[config.mk]
export PLATFORM = sky130hd
export DESIGN_NAME = ohm_front
export DESIGN_NICKNAME = d
export VERILOG_FILES = /design/src/hdl/ohm_pkg.sv /design/src/hdl/ohm_front.sv
export SDC_FILE = /design/constraint.sdc
export NUM_CORES = 1
export LEC_CHECK = 0
export BUFFER_PORTS_ARGS = -buffer_cell sky130_fd_sc_hd__clkbuf_2
export CAP_MARGIN = 20
export CORE_AREA = 2 2 163 165
export CTS_BUF_LIST = sky130_fd_sc_hd__clkbuf_4 sky130_fd_sc_hd__clkbuf_8
export DETAILED_ROUTE_END_ITERATION = 6
export DIE_AREA = 0 0 165 167
export PLACE_DENSITY = 0.78
export SYNTH_ARGS = -nofsm -noshare
export SYNTH_HDL_FRONTEND = slang
export SYNTH_SLANG_ARGS = --single-unit
[constraint.sdc]
create_clock -name clk -period 9.1 [get_ports clk]
set_input_delay 1.82 -clock clk [delete_from_list [all_inputs] [get_ports clk]]
set_output_delay 1.82 -clock clk [all_outputs]
set_load 0.01 [all_outputs]
[src/hdl/ohm_pkg.sv]
// Shared types, constants and hash function for the open-addressing hash map.
`default_nettype none
package ohm_pkg;

  localparam int SLOTS_DEF      = 256;
  localparam int KEY_BITS_DEF   = 64;
  localparam int VALUE_BITS_DEF = 64;
  localparam logic [7:0] LOAD_LIMIT_RESET = 8'd230;

  typedef enum logic [1:0] {
    REQ_PUT    = 2'd0,
    REQ_GET    = 2'd1,
    REQ_DELETE = 2'd2,
    REQ_SCAN   = 2'd3
  } req_type_t;

  typedef enum logic [1:0] {
    ST_OK     = 2'd0,
    ST_ABSENT = 2'd1,
    ST_FULL   = 2'd2
  } status_t;

  typedef enum logic [1:0] {
    TAG_FREE = 2'd0,
    TAG_USED = 2'd1,
    TAG_TOMB = 2'd2
  } tag_t;

  typedef enum logic [2:0] {
    BK_IDLE,
    BK_CLEAR,
    BK_READ,
    BK_CHECK,
    BK_DONE
  } bk_state_t;

  typedef struct packed {
    logic [1:0]  req_type;
    logic [63:0] key;
    logic [63:0] value;
    logic [8:0]  scan_start;
  } req_t;

  typedef struct packed {
    logic [1:0]  status;
    logic [63:0] value_out;
    logic [63:0] key_out;
    logic [7:0]  slot_index;
  } rsp_t;

  // Request after the front end: masked fields plus its home slot
  typedef struct packed {
    logic [1:0]  req_type;
    logic [63:0] key;
    logic [63:0] value;
    logic [8:0]  scan_start;
    logic [15:0] home;
  } job_t;

  // XOR-fold of a 64-bit key in chunks of ib bits
  function automatic logic [15:0] fold_key(input logic [63:0] key, input int ib);
    logic [63:0] k;
    logic [63:0] m;
    logic [15:0] h;
    h = '0;
    k = key;
    m = (ib > 0) ? ((64'd1 << ib) - 64'd1) : 64'd0;
    for (int c = 0; c < 64; c++) begin
      h = h ^ (m[15:0] & k[15:0]);
      if (ib > 0) k = k >> ib;
    end
    return h;
  endfunction

endpackage
`default_nettype wire

[src/hdl/ohm_front.sv]
// Front end: masks request fields, computes home slot, holds a two-entry queue.
`default_nettype none
module ohm_front
  import ohm_pkg::*;
#(
  parameter int SLOTS      = SLOTS_DEF,
  parameter int KEY_BITS   = KEY_BITS_DEF,
  parameter int VALUE_BITS = VALUE_BITS_DEF
) (
  input  wire logic clk,
  input  wire logic rst,
  input  wire logic push,
  output logic      full,
  input  wire req_t req,
  output logic      job_valid,
  input  wire logic job_take,
  output job_t      job
);
  localparam int IB = $clog2(SLOTS + 1) - 1;
  localparam logic [63:0] KMASK = (KEY_BITS >= 64) ? '1 : ((64'd1 << KEY_BITS) - 64'd1);
  localparam logic [63:0] VMASK = (VALUE_BITS >= 64) ? '1 : ((64'd1 << VALUE_BITS) - 64'd1);

  job_t q [2];
  logic [1:0] cnt;
  logic rd, wr;
  job_t nj;
  logic [15:0] h;

  // classify and hash the incoming request; the fold is below SLOTS already
  always_comb begin
    nj.req_type   = req.req_type;
    nj.key        = req.key & KMASK;
    nj.value      = req.value & VMASK;
    nj.scan_start = req.scan_start;
    h             = fold_key(req.key & KMASK, IB);
    nj.home       = h;
  end

  assign full      = (cnt == 2'd2);
  assign wr        = push && !full;
  assign job_valid = (cnt != 2'd0);
  assign rd        = job_valid && job_take;
  assign job       = q[0];

  // two-entry shifting queue
  always_ff @(posedge clk) begin
    if (rst) begin
      cnt <= 2'd0;
    end else begin
      cnt <= cnt + 2'(wr) - 2'(rd);
    end
    if (rd) begin
      q[0] <= q[1];
      if (wr && cnt == 2'd1) q[0] <= nj;
      if (wr && cnt == 2'd2) q[1] <= nj;
    end else if (wr) begin
      if (cnt == 2'd0) q[0] <= nj;
      else q[1] <= nj;
    end
  end
endmodule
`default_nettype wire

==> results of run 1 <==
## critical path: cells and delay by family
family,cells,cell delay [ns]
AO/OA/AOI/OAI,1,0.20
buffers and inverters,2,0.67
AND/OR/NAND/NOR,1,0.21
multiplexers,1,0.36
## logic make-up after synthesis
logic type,Yosys count,share of synthesized area [%]
buf+inv,174,11.18
xor+xnor,58,3.923
other cells,1,0.02896
mux,147,15.68
simple gates,7,0.2803
compound gates,3,0.2223
fa+ha+maj,2,0.1932
flops,296,68.49
## registers in the layout, indices dropped and copies added, names as in the netlist
name  flops
q       294
cnt       2
## worst min-delay path by stage
stage	slack (ns)	to	from	depth (start not counted)
after floorplan	0.50	q[0][124]	q[0][279]	1
after global placement	0.50	q[0][129]	q[0][284]	1
after CTS	0.53	q[0][138]	q[0][293]	1
after detailed placement	0.52	q[0][135]	q[0][290]	1
final	0.53	q[0][135]	q[0][290]	1
after global routing	0.54	q[0][138]	q[0][293]	1
## layout make-up
class / instances / area, sq um / share of cell area [%]
clock buffer: 61 / 764.5 / 5.310
clock inverter: 26 / 141.4 / 0.9821
inverter: 3 / 11.26 / 0.07822
multi-input combinational: 225 / 2678 / 18.60
sequential: 296 / 8869 / 61.60
tap: 335 / 419.2 / 2.912
timing repair buffer: 297 / 1514 / 10.52
## cell usage in the layout, fill, tap and decap left out
cell type,count
nor2_1,2
ha_1,2
xor2_1,8
mux2_1,30
bufinv_16,1
clkbuf_8,49
xnor2_1,50
o21ai_0,1
dfxtp_1,2
edfxtp_1,294
buf_4,5
clkinvlp_4,1
nor2_4,1
clkbuf_4,12
clkinv_2,11
a21oi_4,1
or2_2,1
clkbuf_2,291
buf_12,1
clkinv_1,13
o21bai_4,1
mux2_4,100
nor2b_1,1
and2_1,1
conb_1,8
inv_1,3
nand2b_1,1
mux2_2,17
## power by group
part | leakage, nW | switching [mW] | internal [mW]
Sequential | 2.78 | 0.0937 | 1.91
Clock | 0.485 | 0.498 | 0.580
Combinational | 2.45 | 0.504 | 0.368
Total | 5.72 | 1.10 | 2.85
## per-layer routing
layer / share of wire [%] / vias to the layer above
met4: 1.7 / 0
met2: 46 / 251
met5: 0 / -
li1: - / 2753
met1: 43 / 2756
met3: 9.6 / 35
==> results.md, run 1 <==
* Yosys top cell by area: edfxtp_1
* Total power per unit cell area at 274.3 mW/mm^2
* # resized after CTS at 0
* Critical path's slowest cell: buf_12
* Synth top area share at 68.18%
* Utilization after layout at between 50 and 60%
* Main synth FF type: edfxtp_1
* Cell count after synthesis at between 600 and 700
* Reg2reg end: q[0][84]
* Placed inst area at about 0.013 sq mm
* Cts hold-fix bufs at 0
* EDFF count, synth at 294
* Worst-path fanout max at 147
* Vias at roughly 5800
* CP endpoint kind: flop
* Post-CTS setup repair buffer count at 0
* Fin worst setup slack at roughly 5.7 ns
* Worst Path Class, Setup: in2reg
* Worst-path cell chain: clkbuf_2 -> nand2b_1 -> a21oi_4 -> buf_12 -> mux2_4
* Final layout net count at 1016
* Router iterations before antenna repair at 4
* WL/cell at between 15 and 20 um
* WL final at 21310 um
* TritonCTS clock tree: done
* Synthesized cell area at 0.01295 sq mm
* Actual slew at the worst max-slew pin at approximately 1.2 ns
* IO Count at 300
* Remaining antenna violation count at 0
* Syn_area_per_cell at between 15 and 20 sq um
* DR DRC count at 0
* Max Buffers Root-to-Sink at 3
* Later-pin clock latency in the skew report at between 0.5 and 0.6 ns
* Clk sink count at 296
* Slew Limit Fails at 0
* Placed insts at between 1000 and 1500
* M1 GR Usage at roughly a fifth
* Reg2reg setup slack at 6.75 ns
* Die Width at around 170 um
* Initial antenna violation count at 0
* Register area share after synthesis at about two thirds
* Setup TNS at 0 ns
* Tmin final at about 3.4 ns
* Ranking of synthesized cells by area: edfxtp_1 68%, mux2_4 12%, buf_4 9.0%
* Largest net degree at the start of global routing at 148
* Port Buffer Count at about 290
* Grt peak-use layer: met2
* CP startpoint kind: input pin
* Most frequent cells after synthesis: 294 x edfxtp_1, 156 x buf_4, 100 x mux2_4, 50 x xnor2_1, 30 x mux2_1
* Global routing usage on met2 at 23.10%
* Final Hold Fails at 0
* Global-route wire length before repair at 31850 um
* Peak supply drop at 0.0001719 V
* Critical Path RT at approximately 9.4 ns
* Max-cap violations at 0
* Ant diodes at 0
* Yosys warning count at 0
* Outcome: finished clean
* Setup-failing EPs final at 0
* CP Launch Point: job_take
* Netlist cell types at 21
* Arr. time, crit path at 3.64 ns
* Worst r2r src: cnt[0]
* #FFs+latches synth at a little under 300
* Critical Path Max Stage Delay at approximately 0.59 ns
* Period utilization at between 30% and 40%
* Slew headroom at roughly 18%
* Met3 Track Usage GR at about 6%
* Vias in the first global route at ~5900
* Initial core utilization at a little over 50%
* Worst Setup EP: q[0][84]
* CTS clk-pin slew, worst paths at around 0.060 ns
* Initial DRC Count at around 340
* Post-synthesis async set-or-reset flop share at 0%
* DIE AREA at between 0.02 and 0.03 sq mm
* Pre-CTS setup slack at between 5 and 6 ns
* All-Layer GR Usage at ~15%
* Fill cells at just over 2000
* Dpl hpwl at between 10000 and 15000 um
* Final Non-Filler Cells at ~1200
* Most numerous cell in the Yosys netlist: edfxtp_1
* Row count at 59
* R2r worst-path depth at 4
* FMAX at between 200 and 300 MHz
* RSZ-0062 raised after global routing: no
* Clock Tree Root: clkbuf_8
* Design area at about 0.014 sq mm
* Min-delay worst type: reg2reg
* Layout cells sized above 1 at roughly 54%
* Via-per-instance ratio at between 4 and 5
* Clk_skew at roughly 0.025 ns
* Gpl congestion at between 0.7 and 0.8
* Cts bufs inserted at 48
* Core area at ~0.026 sq mm
* H-tree depth at 2
* Area grow syn2layout at 11.18%
* Die Ht at between 150 and 200 um
* LEAKAGE at approximately 5.7 nW
* Hold Slack at between 0.5 and 0.6 ns
* Grt ovf at 0
* Tot Pwr at between 3 and 4 mW
Power figures use the tool's default switching activity.
==> run 2: changes to the inputs <==
==> constraint.sdc (replaced) <==
create_clock -name clk -period 2.8 [get_ports clk]
set_input_delay 0.56 -clock clk [delete_from_list [all_inputs] [get_ports clk]]
set_output_delay 0.56 -clock clk [all_outputs]
set_load 0.01 [all_outputs]
==> results.md, run 2 (synthesis results as in run 1) <==
* Outcome: finished clean
* CP Launch Point: cnt[0]
* Initial core utilization at 50.26%
* All-Layer GR Usage at 15.11%
* Crit path buf inv count at 1
* Commonest cells after routing, fill and taps aside: 294 x edfxtp_1, 291 x clkbuf_2, 100 x mux2_4
* H-tree depth at 2
* Reg2reg setup slack at 0.86 ns
* Dpl hpwl at 14320 um
* Initial DRC Count at 292
* Die Ht at roughly 170 um
* CP endpoint kind: flop
* Vias at 5857
* Cts bufs inserted at 48
* WL/cell at ~17 um
* Worst-path cell chain: nand2b_4 -> a21oi_4 -> buf_12 -> mux2_2
* Initial antenna violation count at 0
* Top Registers: q (294), cnt (2)
* Area grow syn2layout at 11.86%
* Arr. time, crit path at approximately 2.2 ns
* DIE AREA at 0.02756 sq mm
* Ant diodes at 0
* Flop pwr share at between 50% and 60%
* Layout cells sized above 1 at between 50% and 60%
* Design area at between 0.01 and 0.015 sq mm
* Actual slew at the worst max-slew pin at 0.5528 ns
* Min-delay worst type: in2reg
* Global-route wire length before repair at around 32000 um
* Setup-failing EPs final at 0
* LEAKAGE at around 5.7 nW
* Cts hold-fix bufs at 0
* Largest register FFs at 294
* Vias in the first global route at between 5000 and 6000
* Remaining antenna violation count at 0
* CP startpoint kind: flop
* Largest net degree at the start of global routing at between 90 and 100
* Setup TNS at 0 ns
* Port Buffer Count at between 200 and 300
* Die Width at 165 um
* R2r worst-path depth at 4
* Period utilization at 69.15%
* Net Sw Frac at approximately 27%
* Clock Power Share at between 20% and 30%
* Clk_skew at roughly 0.017 ns
* CTS clk-pin slew, worst paths at approximately 0.06 ns
* Critical Path Max Stage Delay at 0.43 ns
* RSZ-0062 raised after global routing: no
* Final Hold Fails at 0
* Int Pwr at 9.333 mW
* Row count at between 50 and 60
* Via-per-instance ratio at roughly 4.7
* Tmin final at around 1.9 ns
* NetSw at 3.511 mW
* Later-pin clock latency in the skew report at between 0.5 and 0.6 ns
* Slew Limit Fails at 0
* IO Count at 300
* Clk sink count at approximately 300
* Most common cell after layout, fill and taps aside: edfxtp_1
* FMAX at between 500 and 600 MHz
* Worst Setup EP: q[0][2]
* Post-CTS setup repair buffer count at 0
* Critical Path RT at around 3 ns
* Worst-path fanout max at 56
* TritonCTS clock tree: done
* Placed inst area at about 0.014 sq mm
* Slew headroom at 63.15%
* Total power per unit cell area at 886.8 mW/mm^2
* Router iterations before antenna repair at 6
* Peak supply drop at 0.0005424 V
* Grt ovf at 0
* Final layout net count at 1018
* Clock Tree Root: clkbuf_8
* # resized after CTS at 0
* Worst path top cell family by delay: flip-flops
* DR DRC count at 0
* Worst r2r src: cnt[0]
* Reg2reg end: q[0][2]
* Critical path's slowest cell: dfxtp_1
* Worst Path Class, Setup: reg2reg
* Combinational Power Share at between 20 and 25%
* Core area at roughly 0.026 sq mm
* WP depth at 4
* Gpl congestion at roughly 0.78
* Largest Register: q
* WL final at between 20000 and 25000 um
* Max Buffers Root-to-Sink at 3
* Max-cap violations at 0
-- run 2: cell types whose count changed in the layout (fill, tap and decap cells not counted), sizes merged --
cell,previous run,this run
clkinv,24,17
clkbuf,352,356
buf,6,8
clkinvlp,1,0
-- run 2: worst register-to-register path: cells and delay by family, from the launching register on --
kind            cells  cell delay, ns
mux                 1            0.45
flops               1            0.43
buf+inv             1            0.36
compound gates      1            0.35
simple gates        1            0.10
-- run 2: cell type report --
class / count / area [sq um]
flip-flops and latches: 296 / 8869
well taps: 335 / 419.2
multi-input cells: 225 / 2688
repair buffers: 299 / 1604
fillers: 2031 / 11280
clock buffers: 65 / 794.5
inverters: 3 / 11.26
clock inverters: 18 / 98.84
-- run 2: per-layer routing --
layer,share of wire (%),GRT usage [%],routed length (um),vias to the layer above
met5,0,0,0,-
met2,46,23.73,9785,259
li1,-,-,-,2753
met4,2.2,4.726,462,0
met1,42,19.40,9082,2806
met3,9.6,5.853,2050,39
-- run 2: how the worst min path moves through the flow --
stage	to	startpoint	cells after the start	slack, ns
2_1_floorplan	q[0][124]	q[0][279]	1	0.50
3_3_place_gp	q[0][130]	q[0][285]	1	0.50
3_5_place_dp	q[0][131]	q[0][286]	1	0.51
4_1_cts	cnt[1]	rst	2	0.17
5_1_grt	q[0][177]	req[6]	1	0.18
6_report	cnt[1]	rst	2	0.21
-- run 2: power by group through the flow --
stage	sequential, mW	clock [mW]	combinational (mW)
2_1_floorplan	6.52	0	2.80
3_3_place_gp	6.52	0	2.92
3_5_place_dp	6.54	0	2.96
4_1_cts	6.47	3.64	2.96
5_1_grt	6.56	3.84	3.15
6_report	6.45	3.50	2.90
-- run 2: through the flow --
stage / instances / utilization, % / total power, mW / hold slack [ns] / setup slack, ns
2_1_floorplan: 695 / - / 9.319 / 0.5013 / -0.5292
3_3_place_gp: 1158 / 52.75 / 9.438 / 0.5046 / 0.6069
3_5_place_dp: 1158 / 52.75 / 9.495 / 0.5133 / 0.5876
4_1_cts: 1241 / 56.22 / 13.07 / 0.1737 / 0.8525
5_1_grt: 1241 / 56.22 / 13.54 / 0.1751 / 0.7744
6_report: 1241 / 56.22 / 12.84 / 0.2145 / 0.8638
==> run 3: changes to the inputs <==
--- a/config.mk
+++ b/config.mk
@@ -7,11 +7,11 @@
 export LEC_CHECK = 0
 export BUFFER_PORTS_ARGS = -buffer_cell sky130_fd_sc_hd__clkbuf_2
 export CAP_MARGIN = 20
-export CORE_AREA = 2 2 163 165
+export CORE_AREA = 2 2 156 158
 export CTS_BUF_LIST = sky130_fd_sc_hd__clkbuf_4 sky130_fd_sc_hd__clkbuf_8
 export DETAILED_ROUTE_END_ITERATION = 6
-export DIE_AREA = 0 0 165 167
-export PLACE_DENSITY = 0.78
+export DIE_AREA = 0 0 158 160
+export PLACE_DENSITY = 0.81
 export SYNTH_ARGS = -nofsm -noshare
 export SYNTH_HDL_FRONTEND = slang
 export SYNTH_SLANG_ARGS = --single-unit
==> constraint.sdc (replaced) <==
create_clock -name clk -period 1.9 [get_ports clk]
set_input_delay 0.38 -clock clk [delete_from_list [all_inputs] [get_ports clk]]
set_output_delay 0.38 -clock clk [all_outputs]
set_load 0.01 [all_outputs]
==> results.md, run 3 (synthesis results as in run 1) <==
* Outcome: finished clean
* Fill cells at 1767
* Setup TNS at 0 ns
* Min-delay worst type: in2reg
* Final layout net count at approximately 1100
* Net Sw Frac at 27.19%
* Final Non-Filler Cells at ~1300
* Gpl congestion at 0.7710
* Core area at 0.02382 sq mm
* H-tree depth at 2
* Clock Tree Root: clkbuf_8
* Remaining antenna violation count at 0
* FMAX at 571.8 MHz
* TritonCTS clock tree: done
* Setup-failing EPs final at 0
* LEAKAGE at just under 6 nW
* Router iterations before antenna repair at 4
* Worst-path fanout max at 3
* Arr. time, crit path at about 2.2 ns
* Initial antenna violation count at 2
* Global-route wire length before repair at between 30000 and 40000 um
* Placed insts at 1173
* Worst-path cell chain: or2_4 -> and2_1 -> ha_1 -> inv_1 -> ha_1 -> xnor2_1 -> xnor2_1 -> nor2_1
* Dpl hpwl at 16450 um
* Int Pwr at ~14 mW
* Max-cap violations at 0
* Critical path's slowest cell: dfxtp_1
* Period utilization at 92.05%
* Largest register FFs at 294
* Largest net degree at the start of global routing at 66
* Worst Path Class, Setup: reg2reg
* Max Buffers Root-to-Sink at 3
* Flop pwr share at roughly half
* Cts hold-fix bufs at 2
* Pre-CTS setup slack at -0.01124 ns
* Later-pin clock latency in the skew report at about 0.54 ns
* Crit path buf inv count at 1
* WL/cell at 17.97 um
* Total power per unit cell area at around 1300 mW/mm^2
* # resized after CTS at 0
* Slew Limit Fails at 0
* Tmin final at between 1.5 and 2 ns
* DR DRC count at 0
* Critical Path Max Stage Delay at around 0.35 ns
* Via-per-instance ratio at just under 5
* Top Registers: q (294), cnt (2)
* Hold Slack at 0.03130 ns
* Port Buffer Count at between 200 and 300
* Final Hold Fails at 0
* Layout cells sized above 1 at approximately 55%
* All-Layer GR Usage at approximately 18%
* CP endpoint kind: flop
* IO Count at 300
* WL final at 22710 um
* Clk_skew at between 0.02 and 0.03 ns
* NetSw at between 5 and 6 mW
* Clock Power Share at around 27%
* Vias in the first global route at around 6300
* Initial core utilization at 54.36%
* Clk sink count at between 200 and 300
* Largest Register: q
* Combinational Power Share at 23.7%
* Most common cell after layout, fill and taps aside: edfxtp_1
* Grt ovf at 0
* Peak supply drop at approximately 0.00086 V
* Die Width at around 160 um
* Die Ht at between 150 and 200 um
* Vias at ~6100
* CTS clk-pin slew, worst paths at ~0.06 ns
* DIE AREA at between 0.02 and 0.03 sq mm
* RSZ-0062 raised after global routing: no
* Row count at 57
* Fin worst setup slack at approximately 0.15 ns
* Critical Path RT at ~2.3 ns
* Area grow syn2layout at 14.76%
* Cts bufs inserted at 48
* Initial DRC Count at around 310
* CP startpoint kind: flop
* Commonest cells after routing, fill and taps aside: 294 x edfxtp_1, 291 x clkbuf_2, 100 x mux2_4
* Worst path top cell family by delay: simple AND/OR/NAND/NOR gates
* Post-CTS setup repair buffer count at 0
run 3: cell count changes in the layout (fill, tap and decap cells not counted), moves of 2 or more:
cell and delta:
buf_4 +17, buf_12 +9, clkinv_2 -2, dlygate4sd3_1 +6, diode_2 +2
run 3: routing by layer:
layer	part of all wire [%]	up-vias	global-route usage, %
li1	-	2817	-
met1	40	2935	21.43
met2	49	272	29.25
met3	9.2	46	6.214
met4	2.5	0	6.143
met5	0	-	0
run 3: worst paths after layout:
path	slack [ns]	cells after the start	from	to
max	0.15	8	cnt[1]	cnt[1]
min	0.03	1	req[66]	q[0][237]
max reg2reg	0.15	8	cnt[1]	cnt[1]
min reg2reg	0.52	1	q[0][287]	q[0][132]
run 3: power by group through the flow:
| stage | clock, mW | sequential (mW) | combinational (mW) |
|---|---|---|---|
| floorplan | 0 | 9.60 | 4.12 |
| global placement | 0 | 9.62 | 4.55 |
| detailed placement | 0 | 9.64 | 4.65 |
| CTS | 5.43 | 9.54 | 4.67 |
| global route | 5.70 | 9.67 | 4.96 |
| finish | 5.28 | 9.52 | 4.59 |
run 3: cell type report:
class,count,area (sq um),share of cell area [%]
tap,324,405.4,2.728
timing repair buffer,331,1972,13.27
sequential,296,8870,59.69
inverter,3,11.26,0.07578
antenna,2,5.005,0.03368
clock buffer,65,794.5,5.346
multi-input combinational,225,2680,18.03
clock inverter,18,122.6,0.8251
run 3: per-stage QoR:
stage	area [sq um]	util, %	total power [mW]
6_report	14860	62.39	19.38
4_1_cts	14820	62.20	19.63
3_3_place_gp	13880	58.26	14.17
3_5_place_dp	13880	58.26	14.29
2_1_floorplan	13000	-	13.73
5_1_grt	14860	62.39	20.32
